[src/rcl_pkg.sv]
// rcl_pkg: shared types, wiring tables and letter arithmetic for the
// three-rotor letter cipher. No dependencies; imported by every module in src.

package rcl_pkg;

  // Alphabet size and plugboard geometry
  localparam int unsigned LETTERS       = 26;
  localparam int unsigned LETTER_W      = 5;
  localparam int unsigned PLUG_PAIR_MAX = 5;
  localparam int unsigned PLUG_PAIR_W   = 2 * LETTER_W;
  localparam int unsigned PLUG_W        = PLUG_PAIR_W * PLUG_PAIR_MAX;
  localparam int unsigned PLUG_CNT_W    = 3;
  localparam int unsigned CFG_IDX_W     = 3;
  localparam int unsigned CFG_DATA_W    = PLUG_W;

  typedef logic [LETTER_W-1:0] letter_t;

  // Configuration register indexes
  typedef enum logic [CFG_IDX_W-1:0] {
    REG_FAST_ROTOR   = 3'd0,
    REG_MIDDLE_ROTOR = 3'd1,
    REG_SLOW_ROTOR   = 3'd2,
    REG_FAST_START   = 3'd3,
    REG_MIDDLE_START = 3'd4,
    REG_SLOW_START   = 3'd5,
    REG_PLUG_PAIRS   = 3'd6,
    REG_PLUG_COUNT   = 3'd7
  } rcl_reg_e;

  // Rotor selector: zero is a straight wire
  typedef enum logic [1:0] {
    ROTOR_NONE = 2'd0,
    ROTOR_I    = 2'd1,
    ROTOR_II   = 2'd2,
    ROTOR_III  = 2'd3
  } rcl_rotor_e;

  // Static key settings seen by the datapath
  typedef struct packed {
    rcl_rotor_e               fast_sel;
    rcl_rotor_e               middle_sel;
    rcl_rotor_e               slow_sel;
    logic [PLUG_W-1:0]        plug_pairs;
    logic [PLUG_CNT_W-1:0]    plug_count;
  } rcl_cfg_t;

  // Rotor positions used for one letter
  typedef struct packed {
    letter_t slow;
    letter_t middle;
    letter_t fast;
  } rcl_pos_t;

  // Forward wirings I, II, III
  localparam letter_t ROTOR_FWD [0:2][0:LETTERS-1] = '{
    '{5'd15, 5'd4,  5'd25, 5'd20, 5'd14, 5'd7,  5'd23, 5'd18, 5'd2,  5'd21, 5'd5,  5'd12, 5'd19,
      5'd1,  5'd6,  5'd11, 5'd17, 5'd8,  5'd13, 5'd16, 5'd9,  5'd22, 5'd0,  5'd24, 5'd3,  5'd10},
    '{5'd25, 5'd14, 5'd20, 5'd4,  5'd18, 5'd24, 5'd3,  5'd10, 5'd5,  5'd22, 5'd15, 5'd2,  5'd8,
      5'd16, 5'd23, 5'd7,  5'd12, 5'd21, 5'd1,  5'd11, 5'd6,  5'd13, 5'd9,  5'd17, 5'd0,  5'd19},
    '{5'd4,  5'd7,  5'd17, 5'd21, 5'd23, 5'd6,  5'd0,  5'd14, 5'd1,  5'd16, 5'd20, 5'd18, 5'd8,
      5'd12, 5'd25, 5'd5,  5'd11, 5'd24, 5'd13, 5'd22, 5'd10, 5'd19, 5'd15, 5'd3,  5'd9,  5'd2}
  };

  // Inverse wirings I, II, III
  localparam letter_t ROTOR_INV [0:2][0:LETTERS-1] = '{
    '{5'd22, 5'd13, 5'd8,  5'd24, 5'd1,  5'd10, 5'd14, 5'd5,  5'd17, 5'd20, 5'd25, 5'd15, 5'd11,
      5'd18, 5'd4,  5'd0,  5'd19, 5'd16, 5'd7,  5'd12, 5'd3,  5'd9,  5'd21, 5'd6,  5'd23, 5'd2},
    '{5'd24, 5'd18, 5'd11, 5'd6,  5'd3,  5'd8,  5'd20, 5'd15, 5'd12, 5'd22, 5'd7,  5'd19, 5'd16,
      5'd21, 5'd1,  5'd10, 5'd13, 5'd23, 5'd4,  5'd25, 5'd2,  5'd17, 5'd9,  5'd14, 5'd5,  5'd0},
    '{5'd6,  5'd8,  5'd25, 5'd23, 5'd0,  5'd15, 5'd5,  5'd1,  5'd12, 5'd24, 5'd20, 5'd16, 5'd13,
      5'd18, 5'd7,  5'd22, 5'd9,  5'd2,  5'd11, 5'd21, 5'd10, 5'd3,  5'd19, 5'd4,  5'd17, 5'd14}
  };

  // UKW-K reflector
  localparam letter_t REFLECT [0:LETTERS-1] = '{
    5'd8,  5'd12, 5'd4,  5'd19, 5'd2,  5'd6,  5'd5,  5'd17, 5'd0,  5'd24, 5'd18, 5'd16, 5'd1,
    5'd25, 5'd23, 5'd22, 5'd11, 5'd7,  5'd10, 5'd3,  5'd21, 5'd20, 5'd15, 5'd14, 5'd9,  5'd13
  };

  // Bring a 5-bit code 26..31 back into the alphabet
  function automatic letter_t fold_letter(input logic [LETTER_W-1:0] x);
    return (x > 5'd25) ? x - 5'd26 : x;
  endfunction

  function automatic letter_t inc_mod26(input letter_t a);
    return (a == 5'd25) ? 5'd0 : a + 5'd1;
  endfunction

  function automatic letter_t add_mod26(input letter_t a, input letter_t b);
    logic [LETTER_W:0] s;
    s = {1'b0, a} + {1'b0, b};
    return (s >= 6'd26) ? LETTER_W'(s - 6'd26) : s[LETTER_W-1:0];
  endfunction

  function automatic letter_t sub_mod26(input letter_t a, input letter_t b);
    logic [LETTER_W:0] s;
    s = {1'b0, a} + 6'd26 - {1'b0, b};
    return (a >= b) ? a - b : s[LETTER_W-1:0];
  endfunction

  // Entry side to reflector side through one slot
  function automatic letter_t rotor_fwd(input rcl_rotor_e sel, input letter_t pos,
                                        input letter_t c);
    letter_t idx;
    idx = add_mod26(c, pos);
    case (sel)
      ROTOR_I:   return ROTOR_FWD[0][idx];
      ROTOR_II:  return ROTOR_FWD[1][idx];
      ROTOR_III: return ROTOR_FWD[2][idx];
      default:   return c;
    endcase
  endfunction

  // Reflector side back to entry side through one slot
  function automatic letter_t rotor_rev(input rcl_rotor_e sel, input letter_t pos,
                                        input letter_t c);
    case (sel)
      ROTOR_I:   return sub_mod26(ROTOR_INV[0][c], pos);
      ROTOR_II:  return sub_mod26(ROTOR_INV[1][c], pos);
      ROTOR_III: return sub_mod26(ROTOR_INV[2][c], pos);
      default:   return c;
    endcase
  endfunction

  function automatic logic [PLUG_CNT_W-1:0] pairs_in_use(input logic [PLUG_CNT_W-1:0] cnt);
    return (cnt > PLUG_CNT_W'(PLUG_PAIR_MAX)) ? PLUG_CNT_W'(PLUG_PAIR_MAX) : cnt;
  endfunction

  // Plugboard, entry direction: pairs applied in order, from -> to
  function automatic letter_t plug_fwd(input logic [PLUG_W-1:0] pairs,
                                       input logic [PLUG_CNT_W-1:0] cnt,
                                       input letter_t c);
    letter_t                 r;
    letter_t                 from_l;
    letter_t                 to_l;
    logic [PLUG_CNT_W-1:0]   n;
    r = c;
    n = pairs_in_use(cnt);
    for (int i = 0; i < PLUG_PAIR_MAX; i++) begin
      from_l = fold_letter(pairs[i*PLUG_PAIR_W +: LETTER_W]);
      to_l   = fold_letter(pairs[i*PLUG_PAIR_W + LETTER_W +: LETTER_W]);
      if ((PLUG_CNT_W'(i) < n) && (r == from_l)) r = to_l;
    end
    return r;
  endfunction

  // Plugboard, exit direction: same order, to -> from
  function automatic letter_t plug_rev(input logic [PLUG_W-1:0] pairs,
                                       input logic [PLUG_CNT_W-1:0] cnt,
                                       input letter_t c);
    letter_t                 r;
    letter_t                 from_l;
    letter_t                 to_l;
    logic [PLUG_CNT_W-1:0]   n;
    r = c;
    n = pairs_in_use(cnt);
    for (int i = 0; i < PLUG_PAIR_MAX; i++) begin
      from_l = fold_letter(pairs[i*PLUG_PAIR_W +: LETTER_W]);
      to_l   = fold_letter(pairs[i*PLUG_PAIR_W + LETTER_W +: LETTER_W]);
      if ((PLUG_CNT_W'(i) < n) && (r == to_l)) r = from_l;
    end
    return r;
  endfunction

endpackage

[src/rcl_rotor_path.sv]
// rcl_rotor_path: three-stage letter pipeline (input register, forward pass
// plus reflector, reverse pass) with per-stage valid/ready. Depends on rcl_pkg.

module rcl_rotor_path
  import rcl_pkg::*;
(
  input  logic     clk_i,
  input  logic     rst_ni,
  input  rcl_cfg_t cfg_i,
  input  logic     in_valid_i,
  output logic     in_ready_o,
  input  letter_t  in_letter_i,
  input  rcl_pos_t in_pos_i,
  output logic     out_valid_o,
  input  logic     out_ready_i,
  output letter_t  out_letter_o
);

  logic     s1_valid_q, s2_valid_q, s3_valid_q;
  letter_t  s1_letter_q, s2_letter_q, s3_letter_q;
  rcl_pos_t s1_pos_q, s2_pos_q;
  logic     s1_ready, s2_ready, s3_ready;
  letter_t  fwd_letter, rev_letter;

  // A stage takes new data when empty or when its content moves on
  assign s3_ready   = !s3_valid_q || out_ready_i;
  assign s2_ready   = !s2_valid_q || s3_ready;
  assign s1_ready   = !s1_valid_q || s2_ready;
  assign in_ready_o = s1_ready;

  // Plugboard, slow -> middle -> fast, reflector
  always_comb begin
    letter_t c;
    c = plug_fwd(cfg_i.plug_pairs, cfg_i.plug_count, s1_letter_q);
    c = rotor_fwd(cfg_i.slow_sel,   s1_pos_q.slow,   c);
    c = rotor_fwd(cfg_i.middle_sel, s1_pos_q.middle, c);
    c = rotor_fwd(cfg_i.fast_sel,   s1_pos_q.fast,   c);
    fwd_letter = REFLECT[c];
  end

  // fast -> middle -> slow on the way back, reverse plugboard
  always_comb begin
    letter_t c;
    c = rotor_rev(cfg_i.fast_sel,   s2_pos_q.fast,   s2_letter_q);
    c = rotor_rev(cfg_i.middle_sel, s2_pos_q.middle, c);
    c = rotor_rev(cfg_i.slow_sel,   s2_pos_q.slow,   c);
    rev_letter = plug_rev(cfg_i.plug_pairs, cfg_i.plug_count, c);
  end

  // Stage valid flags
  always_ff @(posedge clk_i or negedge rst_ni) begin
    if (!rst_ni) begin
      s1_valid_q <= 1'b0;
      s2_valid_q <= 1'b0;
      s3_valid_q <= 1'b0;
    end else begin
      if (s1_ready) s1_valid_q <= in_valid_i;
      if (s2_ready) s2_valid_q <= s1_valid_q;
      if (s3_ready) s3_valid_q <= s2_valid_q;
    end
  end

  // Stage payload
  always_ff @(posedge clk_i) begin
    if (s1_ready && in_valid_i) begin
      s1_letter_q <= in_letter_i;
      s1_pos_q    <= in_pos_i;
    end
    if (s2_ready && s1_valid_q) begin
      s2_letter_q <= fwd_letter;
      s2_pos_q    <= s1_pos_q;
    end
    if (s3_ready && s2_valid_q) begin
      s3_letter_q <= rev_letter;
    end
  end

  assign out_valid_o  = s3_valid_q;
  assign out_letter_o = s3_letter_q;

endmodule

[src/rotor_cipher_letter.sv]
// rotor_cipher_letter: top level of the three-rotor letter cipher. Holds the key
// registers and the rotor stepping; depends on rcl_pkg and rcl_rotor_path.

// Usage
//   Input channel (in_valid_i/in_ready_o) carries one plaintext letter 0..25 and
//   a new_message flag; a set flag reloads the three start positions and clears
//   the letter counter before that letter is enciphered.
//   Output channel (out_valid_o/out_ready_i) returns one enciphered letter per
//   input transaction, in order.
//   Configuration channel (cfg_valid_i/cfg_ready_o) writes one key register per
//   transaction, addressed by cfg_index_i; it is always ready. Write it only
//   while no letter is in flight.
//   A letter passes through the three pipeline registers (input, forward pass
//   with reflector, reverse pass) before output valid; throughput is one letter
//   per cycle while out_ready_i stays high.
//   Rotor positions step at the input transaction, so stepping waits on the
//   output side only when a stall has filled the stages and holds the input.
//   Reset returns the key registers to rotors III/II/I in the slow/middle/fast
//   slots, start positions 0, no plugs, and clears positions and counter.
//   When the receiver stalls, each stage holds its letter; the input side keeps
//   taking letters until the three stages are full.

module rotor_cipher_letter
  import rcl_pkg::*;
(
  input  logic                  clk_i,
  input  logic                  rst_ni,
  input  logic                  in_valid_i,
  output logic                  in_ready_o,
  input  logic [LETTER_W-1:0]   letter_in_i,
  input  logic                  new_message_i,
  output logic                  out_valid_o,
  input  logic                  out_ready_i,
  output logic [LETTER_W-1:0]   letter_out_o,
  input  logic                  cfg_valid_i,
  output logic                  cfg_ready_o,
  input  logic [CFG_IDX_W-1:0]  cfg_index_i,
  input  logic [CFG_DATA_W-1:0] cfg_data_i
);

  rcl_cfg_t cfg_q;
  letter_t  fast_start_q, middle_start_q, slow_start_q;
  rcl_pos_t pos_q, pos_d, pos_use;
  letter_t  cnt_lo_q, cnt_lo_d, cnt_hi_q, cnt_hi_d;
  letter_t  cnt_lo_use, cnt_hi_use;
  logic     in_fire;
  logic     lo_wrap;

  assign cfg_ready_o = 1'b1;
  assign in_fire     = in_valid_i && in_ready_o;

  // Key registers
  always_ff @(posedge clk_i or negedge rst_ni) begin
    if (!rst_ni) begin
      cfg_q.fast_sel   <= ROTOR_I;
      cfg_q.middle_sel <= ROTOR_II;
      cfg_q.slow_sel   <= ROTOR_III;
      cfg_q.plug_pairs <= '0;
      cfg_q.plug_count <= '0;
      fast_start_q     <= '0;
      middle_start_q   <= '0;
      slow_start_q     <= '0;
    end else if (cfg_valid_i) begin
      case (rcl_reg_e'(cfg_index_i))
        REG_FAST_ROTOR:   cfg_q.fast_sel   <= rcl_rotor_e'(cfg_data_i[1:0]);
        REG_MIDDLE_ROTOR: cfg_q.middle_sel <= rcl_rotor_e'(cfg_data_i[1:0]);
        REG_SLOW_ROTOR:   cfg_q.slow_sel   <= rcl_rotor_e'(cfg_data_i[1:0]);
        REG_FAST_START:   fast_start_q     <= cfg_data_i[LETTER_W-1:0];
        REG_MIDDLE_START: middle_start_q   <= cfg_data_i[LETTER_W-1:0];
        REG_SLOW_START:   slow_start_q     <= cfg_data_i[LETTER_W-1:0];
        REG_PLUG_PAIRS:   cfg_q.plug_pairs <= cfg_data_i[PLUG_W-1:0];
        REG_PLUG_COUNT:   cfg_q.plug_count <= cfg_data_i[PLUG_CNT_W-1:0];
        default: ;
      endcase
    end
  end

  // Positions for this letter: start values on a new message
  always_comb begin
    if (new_message_i) begin
      pos_use.fast   = fold_letter(fast_start_q);
      pos_use.middle = fold_letter(middle_start_q);
      pos_use.slow   = fold_letter(slow_start_q);
      cnt_lo_use     = '0;
      cnt_hi_use     = '0;
    end else begin
      pos_use    = pos_q;
      cnt_lo_use = cnt_lo_q;
      cnt_hi_use = cnt_hi_q;
    end
  end

  // Odometer stepping; the mod-676 counter is kept as two base-26 digits
  always_comb begin
    lo_wrap      = (cnt_lo_use == 5'd25);
    cnt_lo_d     = inc_mod26(cnt_lo_use);
    cnt_hi_d     = lo_wrap ? inc_mod26(cnt_hi_use) : cnt_hi_use;
    pos_d.fast   = inc_mod26(pos_use.fast);
    pos_d.middle = lo_wrap ? inc_mod26(pos_use.middle) : pos_use.middle;
    pos_d.slow   = (lo_wrap && (cnt_hi_use == 5'd25)) ? inc_mod26(pos_use.slow)
                                                      : pos_use.slow;
  end

  always_ff @(posedge clk_i or negedge rst_ni) begin
    if (!rst_ni) begin
      pos_q    <= '0;
      cnt_lo_q <= '0;
      cnt_hi_q <= '0;
    end else if (in_fire) begin
      pos_q    <= pos_d;
      cnt_lo_q <= cnt_lo_d;
      cnt_hi_q <= cnt_hi_d;
    end
  end

  rcl_rotor_path u_rotor_path (
    .clk_i        (clk_i),
    .rst_ni       (rst_ni),
    .cfg_i        (cfg_q),
    .in_valid_i   (in_valid_i),
    .in_ready_o   (in_ready_o),
    .in_letter_i  (fold_letter(letter_in_i)),
    .in_pos_i     (pos_use),
    .out_valid_o  (out_valid_o),
    .out_ready_i  (out_ready_i),
    .out_letter_o (letter_out_o)
  );

endmodule

[config.mk]
export PLATFORM = sky130hd
export DESIGN_NAME = rotor_cipher_letter
export DESIGN_NICKNAME = d
export VERILOG_FILES = /design/src/rcl_pkg.sv /design/src/rcl_rotor_path.sv /design/src/rotor_cipher_letter.sv
export SDC_FILE = /design/constraint.sdc
export NUM_CORES = 1
export LEC_CHECK = 0
export BUFFER_PORTS_ARGS = -buffer_cell sky130_fd_sc_hd__buf_4
export CAP_MARGIN = 20
export CORE_MARGIN = 8
export CORE_UTILIZATION = 25
export CTS_BUF_LIST = sky130_fd_sc_hd__clkbuf_4 sky130_fd_sc_hd__clkbuf_8 sky130_fd_sc_hd__clkbuf_16
export CTS_CLUSTER_SIZE = 28
export DETAILED_ROUTE_END_ITERATION = 12
export GPL_TIMING_DRIVEN = 0
export SLEW_MARGIN = 30
export SYNTH_ARGS = -nofsm -noshare
export SYNTH_HDL_FRONTEND = slang
export SYNTH_HIERARCHICAL = 1
export SYNTH_SLANG_ARGS = --single-unit
[constraint.sdc]
create_clock -name clk_i -period 20.4 [get_ports clk_i]
set_input_delay 4.08 -clock clk_i [delete_from_list [all_inputs] [get_ports clk_i]]
set_output_delay 4.08 -clock clk_i [all_outputs]
set_load 0.005 [all_outputs]
# Word-level counts from Yosys, hierarchy flattened
# Memories as Yosys holds them, arrays and structs flattened. A register that Yosys moved wholly into a read port is not among the register bits.
# Cells that the tools add are included.
[word_totals] ff_bits=142 mem_bits_ro=3040 input_bits=64 output_inout_bits=8 wordCells=290 memories=19
[op_classes] addsub=52 n_lt_le_gt_ge=38 n_eq_ne=31 n_mux=90 bitwise=7 n_reduce_logical=29
[memory_table] name="(name not given)" depth=32 width=5 rd=1 rd_clocked_by_memory_dff=0 write_ports=0 line="rcl_pkg.sv:108" source="ROTOR_II: return ROTOR_FWD[1][idx];"
[memory_table] name="(name not given)" depth=32 width=5 rd=1 rd_clocked_by_memory_dff=0 write_ports=0 line="rcl_pkg.sv:109" source="ROTOR_III: return ROTOR_FWD[2][idx];"
[memory_table] name="(name not given)" depth=32 width=5 rd=1 rd_clocked_by_memory_dff=1 write_ports=0 line="rcl_rotor_path.sv:38" source="fwd_letter = REFLECT[c];"
[memory_table] name="(name not given)" depth=32 width=5 rd=1 rd_clocked_by_memory_dff=0 write_ports=0 line="rcl_pkg.sv:118" source="ROTOR_I: return sub_mod26(ROTOR_INV[0][c], pos);"
[memory_table] name="(name not given)" depth=32 width=5 rd=1 rd_clocked_by_memory_dff=0 write_ports=0 line="rcl_pkg.sv:119" source="ROTOR_II: return sub_mod26(ROTOR_INV[1][c], pos);"
[memory_table] name="(name not given)" depth=32 width=5 rd=1 rd_clocked_by_memory_dff=0 write_ports=0 line="rcl_pkg.sv:120" source="ROTOR_III: return sub_mod26(ROTOR_INV[2][c], pos);"
[memory_table] name="13 more memories"
[op_table] operator="two-way mux 5 bit" n=82
[op_table] operator="case mux 5 bit (3 select lines)" n=6
[op_table] operator="subtractor 5 bit" n=18
[op_table] operator="subtractor 5 bit (second input constant)" n=17
[op_table] operator="> comparator 5 bit (second input constant)" n=14
[op_table] operator="== test 5 bit" n=10
[op_table] operator="adder 5 bit (second input constant)" n=9
[op_table] operator=">= comparator 5 bit" n=9
[op_table] operator="NOT 5 -> 6 bit" n=7
[op_table] operator=">= comparator 6 bit (second input constant)" n=6
[op_table] operator="adder 5 x 1 -> 5 bit (second input constant)" n=5
[op_table] operator="== test 5 bit (second input constant)" n=5
[op_table] operator="adder 5 x 5 -> 6 bit" n=3
[op_table] operator=">= comparator 6 x 5 -> 1 bit (second input constant)" n=3
[op_table] operator="AND reduction 2 bit" n=8
[op_table] operator="two-way mux 15 bit" n=1
[op_table] operator="logical AND 1 bit" n=14
[op_table] operator="== test 2 bit (second input constant)" n=6
[op_table] operator="== test 3 bit (second input constant)" n=4
[op_table] operator="== test 2 x 1 -> 1 bit (second input constant)" n=3
[op_table] operator="== test 3 x 2 -> 1 bit (second input constant)" n=2
[op_table] operator="< comparator 1 x 3 -> 1 bit (first input constant)" n=2
[op_table] operator="< comparator 2 x 3 -> 1 bit (first input constant)" n=2
[op_table] operator="== test 3 x 1 -> 1 bit (second input constant)" n=1
[op_table] operator="6 further kinds" n=10

# Logic depth before layout (Yosys ltp)
[depth] depth_word=42 ltp_mapped=85 ltp_nobuf=81

# Modules after synthesis
# Netlist, hierarchy kept.
[modules_own_cells] module="rcl_rotor_path" n_inst=1 cells_each=2023 area_per_inst_um2=14935.6 seq_area_each_um2=1426.4
[modules_own_cells] module="rotor_cipher_letter" n_inst=1 cells_each=448 area_per_inst_um2=5051.1 seq_area_each_um2=2482.4

# Worst setup path after synthesis
# Ideal clock, no wire load.
[synth_path] kind="register -> register" start="register cfg_q[4] (netlist name)" end="register u_rotor_path.s2_letter_q[1], data pin" arrival_time_ns=16.107 required_ns=20.142 setup_slack_ns=4.035 stages_incl_launch_ff=85 path_cell_list="dfrtp_1 -> buf_2 -> inv_1 -> ha_1 -> a21bo_1 -> a31o_2 -> a221oi_1 -> nand4_2 -> mux2i_1 -> o211ai_2 -> mux2i_1 -> a2111oi_4 -> nand3_2 -> mux2i_2 -> xnor2_1 -> nor2_4 -> mux2i_1 -> mux2_2 -> [... 49 more ...] -> xnor2_1 -> inv_1 -> clkbuf_1 -> ha_1 -> clkbuf_1 -> nor2_1 -> o22ai_1 -> a21oi_1 -> mux4_2 -> a21oi_1 -> nand2_1 -> o21ai_0 -> a21o_1 -> inv_1 -> ha_1 -> nor2b_1 -> o21ai_0 -> o221a_2"
[synth_between] elab_chain_len=42 elab_cells_between_ends=64
[synth_rtl] element="from (decl)" line="rotor_cipher_letter.sv:41" source="rcl_cfg_t cfg_q;"
[synth_rtl] element="subtractor 5 bit / > comparator 5 bit (equally long branches)" line="rcl_pkg.sv:82" source="return (x > 5'd25) ? x - 5'd26 : x;"
[synth_rtl] element="two-way mux 5 bit (*)" line="rcl_pkg.sv:82"
[synth_rtl] element="== test 5 bit (*)" line="rcl_pkg.sv:142" source="if ((PLUG_CNT_W'(i) < n) && (r == from_l)) r = to_l;"
[synth_rtl] element="logical AND 1 bit (*)" line="rcl_pkg.sv:142"
[synth_rtl] element="two-way mux 5 bit (*)" line="rcl_pkg.sv:142"
[synth_rtl] element="== test 5 bit" line="rcl_pkg.sv:142"
[synth_rtl] element="logical AND 1 bit" line="rcl_pkg.sv:142"
[synth_rtl] element="two-way mux 5 bit (*)" line="rcl_pkg.sv:142"
[synth_rtl] element="[... 25 more ...]"
[synth_rtl] element="adder 5 x 5 -> 6 bit" line="rcl_pkg.sv:91" source="s = {1'b0, a} + {1'b0, b};"
[synth_rtl] element="subtractor 5 bit / >= comparator 6 x 5 -> 1 bit (equally long branches)" line="rcl_pkg.sv:92" source="return (s >= 6'd26) ? LETTER_W'(s - 6'd26) : s[LETTER_W-1:0];"
[synth_rtl] element="two-way mux 5 bit" line="rcl_pkg.sv:92"
[synth_rtl] element="NOT 5 -> 6 bit (implied by the code)" line="rcl_pkg.sv:107, rcl_pkg.sv:108, rcl_pkg.sv:109"
[synth_rtl] element="memory (32 x 5 bit) (on tied branches)"
[synth_rtl] element="two-way mux 5 bit (on tied branches) (2 in series)" line="rcl_pkg.sv:109, rcl_pkg.sv:107, rcl_pkg.sv:108"
[synth_rtl] element="case mux 5 bit (3 select lines) (*)" line="rcl_pkg.sv:106" source="case (sel)"
[synth_rtl] element="NOT 5 -> 6 bit (implied by the code) (*)" line="rcl_rotor_path.sv:38"
[synth_rtl] element="to (decl)" line="rcl_rotor_path.sv:20" source="letter_t s1_letter_q, s2_letter_q, s3_letter_q;"
# Every way passes the cells marked *; elsewhere a longest branch is shown, timed or not. The select of a mux whose other input is x is not followed.
# A chain may end at the register's enable or synchronous reset.

# Final worst setup path
# Same ends and word-level chain as after synthesis.

==> impl_metrics.ini <==
[critical_path]
path_max_fanout = 13
path_common_cell = inv_1
reg2reg_from = cfg_q[4]
critPathRequiredTime_ns = 20.60
cp-end-kind = register
rrSetupSlack_ns = 1.47
cp.arrival_ns = 19.12
cp-start-kind = register
timing.rr.end = u_rotor_path/s2_letter_q[1]
startpoint = cfg_q[4]
crit_slowest_cell = a2111oi_4
worstSetupPathType = reg -> reg
reg2reg_depth = 82
cpPeakStageDelay_ns = 0.54

[logic_synthesis]
yosysUniqueCellTypes = 121
ys_seq_elements = 147
synth_area_per_cell_um2 = 8.09
syn_area_mm2 = 0.0200
syn-num-nets = 2783
synthFlopType = dfrtp_1
yosysSeqAreaShare = 0.196
syn_inst = 2471
synth-edff-count = 45
yosysWarnings = 6
async_flop_share = 0.694

[clock_network]
ctsLongestPathBuffers = 2
cts_sinks = 147
cts_setup_buffers = 0
path_clk_slew_ns = 0.07
clock_tree.root_cell = clkbuf_16
tritoncts = built
htree_levels = 4
numCtsBuffers = 17
clkLatencyLatePin_ns = 0.45

[die]
ios = 72
start_util = 0.253
die_y_um = 299
die_w_um = 299
die-area_mm2 = 0.0893
rows = 103
core-area_mm2 = 0.0791

[finish]
nNetsFinal = 2872
syn2layout_area_growth_pct = 12.6
drive_gt1_frac = 0.119

[detailed_routing]
drt_iter0_drc = 1621
ant_nets = 0
dr.pass1.iters = 5
viasPerCell = 5.17
vias = 18700
drt_wl_total_um = 58600
wl_per_cell_um = 16.2
drc = 0

[min_path]
worstHoldPathCells = 1
hp-start = u_rotor_path/s1_valid_q
min_to = u_rotor_path/s2_valid_q
min_path_type = reg -> reg

[sta]
final-setup-viol-count = 0
period_minus_slack_ns = 18.93
fin_skew_ns = 0.00998
fmax_mhz = 52.8
rsz0062_at_grt = no
fin_crit_sh = 0.928
relSlewSlack = 0.362
hold_viol_final = 0
worstMarginPinSlew_ns = 0.957
setup_tns_ns = 0
finalMaxSlewViolations = 0

[place]
io_buffer_count = 68
place.gp.congestion = 0.936
hpwl_um = 45900

[global_route]
grt_pass1_vias = 17700
grt_pass1_wl_um = 94900
grt_usage = 0.125
overflow = 0
grt_antenna_before_repair = 2
grt_max_degree = 61

[run_status]
outcome = finished, final reports clean

[run]
maxCapViolations = 0
==> per-layer routing <==
layer	vias to the layer above	global-route usage	routed length (um)
li1	9139	-	-
met4	0	0.0342	1210
met3	85	0.0143	3200
met5	-	0	0
met2	620	0.206	27000
met1	8881	0.173	27100
==> sequential cells by signal, summed over array words and instances (netlist names), 5 cells and up <==
signal / cells
cfg_q: 59
pos_q: 15
u_rotor_path/s1_pos_q: 15
u_rotor_path/s2_pos_q: 15
cnt_hi_q: 5
cnt_lo_q: 5
fast_start_q: 5
middle_start_q: 5
slow_start_q: 5
u_rotor_path/out_letter_o: 5
u_rotor_path/s1_letter_q: 5
u_rotor_path/s2_letter_q: 5
==> final cells by class <==
type                            instances  area [um^2]
Tap cell                             1050         1310
Timing Repair Buffer                   70          547
Fill cell                            8544        56600
Clock buffer                           20          483
Clock inverter                         12          140
Inverter                              188          706
Antenna cell                            2         5.00
Buffer                                105          423
Multi-Input combinational cell       2031        15000
Sequential cell                       147         3910
==> cells in the final DEF (no fill, tap or decap), types with 20 or more instances in the layout <==
master and count:
nand2_1 283, o22ai_1 27, mux2i_1 70, o21ai_0 163, nor2b_1 24, mux2_2 99
nand2b_1 26, and2_1 23, xnor2_1 72, a31oi_1 43, o211ai_1 39, clkbuf_1 84
a211oi_1 39, edfxtp_1 45, nand3_1 40, nor2_1 191, buf_4 69, a21oi_1 190
inv_1 182, a21o_1 23, dfrtp_1 98, fa_1 30, ha_1 218, xor2_1 33
o21a_1 20, nor3_1 32
==> critical path: cells and delay by family, from the launching register on <==
family / cells / cell delay (ns)
simple gates: 20 / 4.09
fa+ha+maj: 9 / 1.98
compound gates: 26 / 5.65
buf+inv: 15 / 2.51
mux: 7 / 2.73
flops: 1 / 0.38
xor+xnor: 5 / 1.32
==> stage by stage <==
stage	hold slack (ns)	instance area [um^2]	setup slack (ns)	utilization	std cells
final	0.488	22500	1.47	0.284	3625
after global routing	0.506	22500	0.0387	0.284	3624
after CTS	0.491	22500	0.554	0.284	3623
after detailed placement	0.482	21800	0.640	0.276	3591
after global placement	0.470	21800	0.567	0.276	3589
after floorplan	0.433	20000	4.04	-	2471
==> cell usage after synthesis, drive strengths merged (8+ instances only) <==
| cell | n | area [um^2] |
|---|---|---|
| a211o | 8 | 70.1 |
| a211oi | 41 | 325 |
| a21boi | 14 | 109 |
| a21o | 23 | 173 |
| a21oi | 192 | 976 |
| a221oi | 9 | 78.8 |
| a22oi | 9 | 67.6 |
| a311oi | 13 | 120 |
| a31oi | 43 | 269 |
| and2 | 26 | 163 |
| and3 | 11 | 68.8 |
| buf | 19 | 96.3 |
| clkbuf | 86 | 324 |
| dfrtp | 98 | 2450 |
| edfxtp | 45 | 1350 |
| fa | 30 | 601 |
| ha | 218 | 2730 |
| inv | 186 | 698 |
| mux2 | 102 | 1150 |
| mux2i | 73 | 742 |
| mux4 | 9 | 203 |
| nand2 | 284 | 1070 |
| nand2b | 26 | 163 |
| nand3 | 41 | 210 |
| nand4 | 17 | 119 |
| nor2 | 194 | 741 |
| nor2b | 24 | 150 |
| nor3 | 32 | 160 |
| nor3b | 8 | 60.1 |
| nor4 | 13 | 118 |
| o211ai | 41 | 318 |
| o21a | 21 | 159 |
| o21ai | 184 | 940 |
| o21bai | 10 | 78.8 |
| o22ai | 28 | 181 |
| o31a | 8 | 70.1 |
| o31ai | 23 | 201 |
| o32ai | 9 | 97.6 |
| or2 | 14 | 87.6 |
| xnor2 | 75 | 683 |
| xor2 | 36 | 330 |
==> worst max-delay path by stage <==
stage / endpoint / slack, ns
floorplan: u_rotor_path/s2_letter_q[1] / 4.04
global placement: u_rotor_path/s2_letter_q[1] / 0.57
detailed placement: u_rotor_path/s2_letter_q[1] / 0.64
CTS: u_rotor_path/s2_letter_q[1] / 0.55
global route: u_rotor_path/s2_letter_q[1] / 0.04
finish: u_rotor_path/s2_letter_q[1] / 1.47
==> cells by family (layout without fill, tap and decap cells) <==
| kind of cell | count (synthesis) | count (layout) | synth area share |
|---|---|---|---|
| buf+inv | 293 | 395 | 0.0563 |
| compound gates | 762 | 762 | 0.256 |
| simple gates | 725 | 725 | 0.170 |
| other cells | 1 | 3 | 0.000188 |
| xor+xnor | 111 | 111 | 0.0507 |
| flops | 147 | 147 | 0.196 |
| fa+ha+maj | 248 | 248 | 0.167 |
| mux | 184 | 184 | 0.105 |
==> repair_timing <==
action                     CTS  global route
hold buffers                 0             0
gates resized for setup      0             8
setup endpoints to repair    0             5
Power is left out: the tool's default activity adds up to more than one toggle a clock period on the data nets, which glitch-free logic cannot reach.
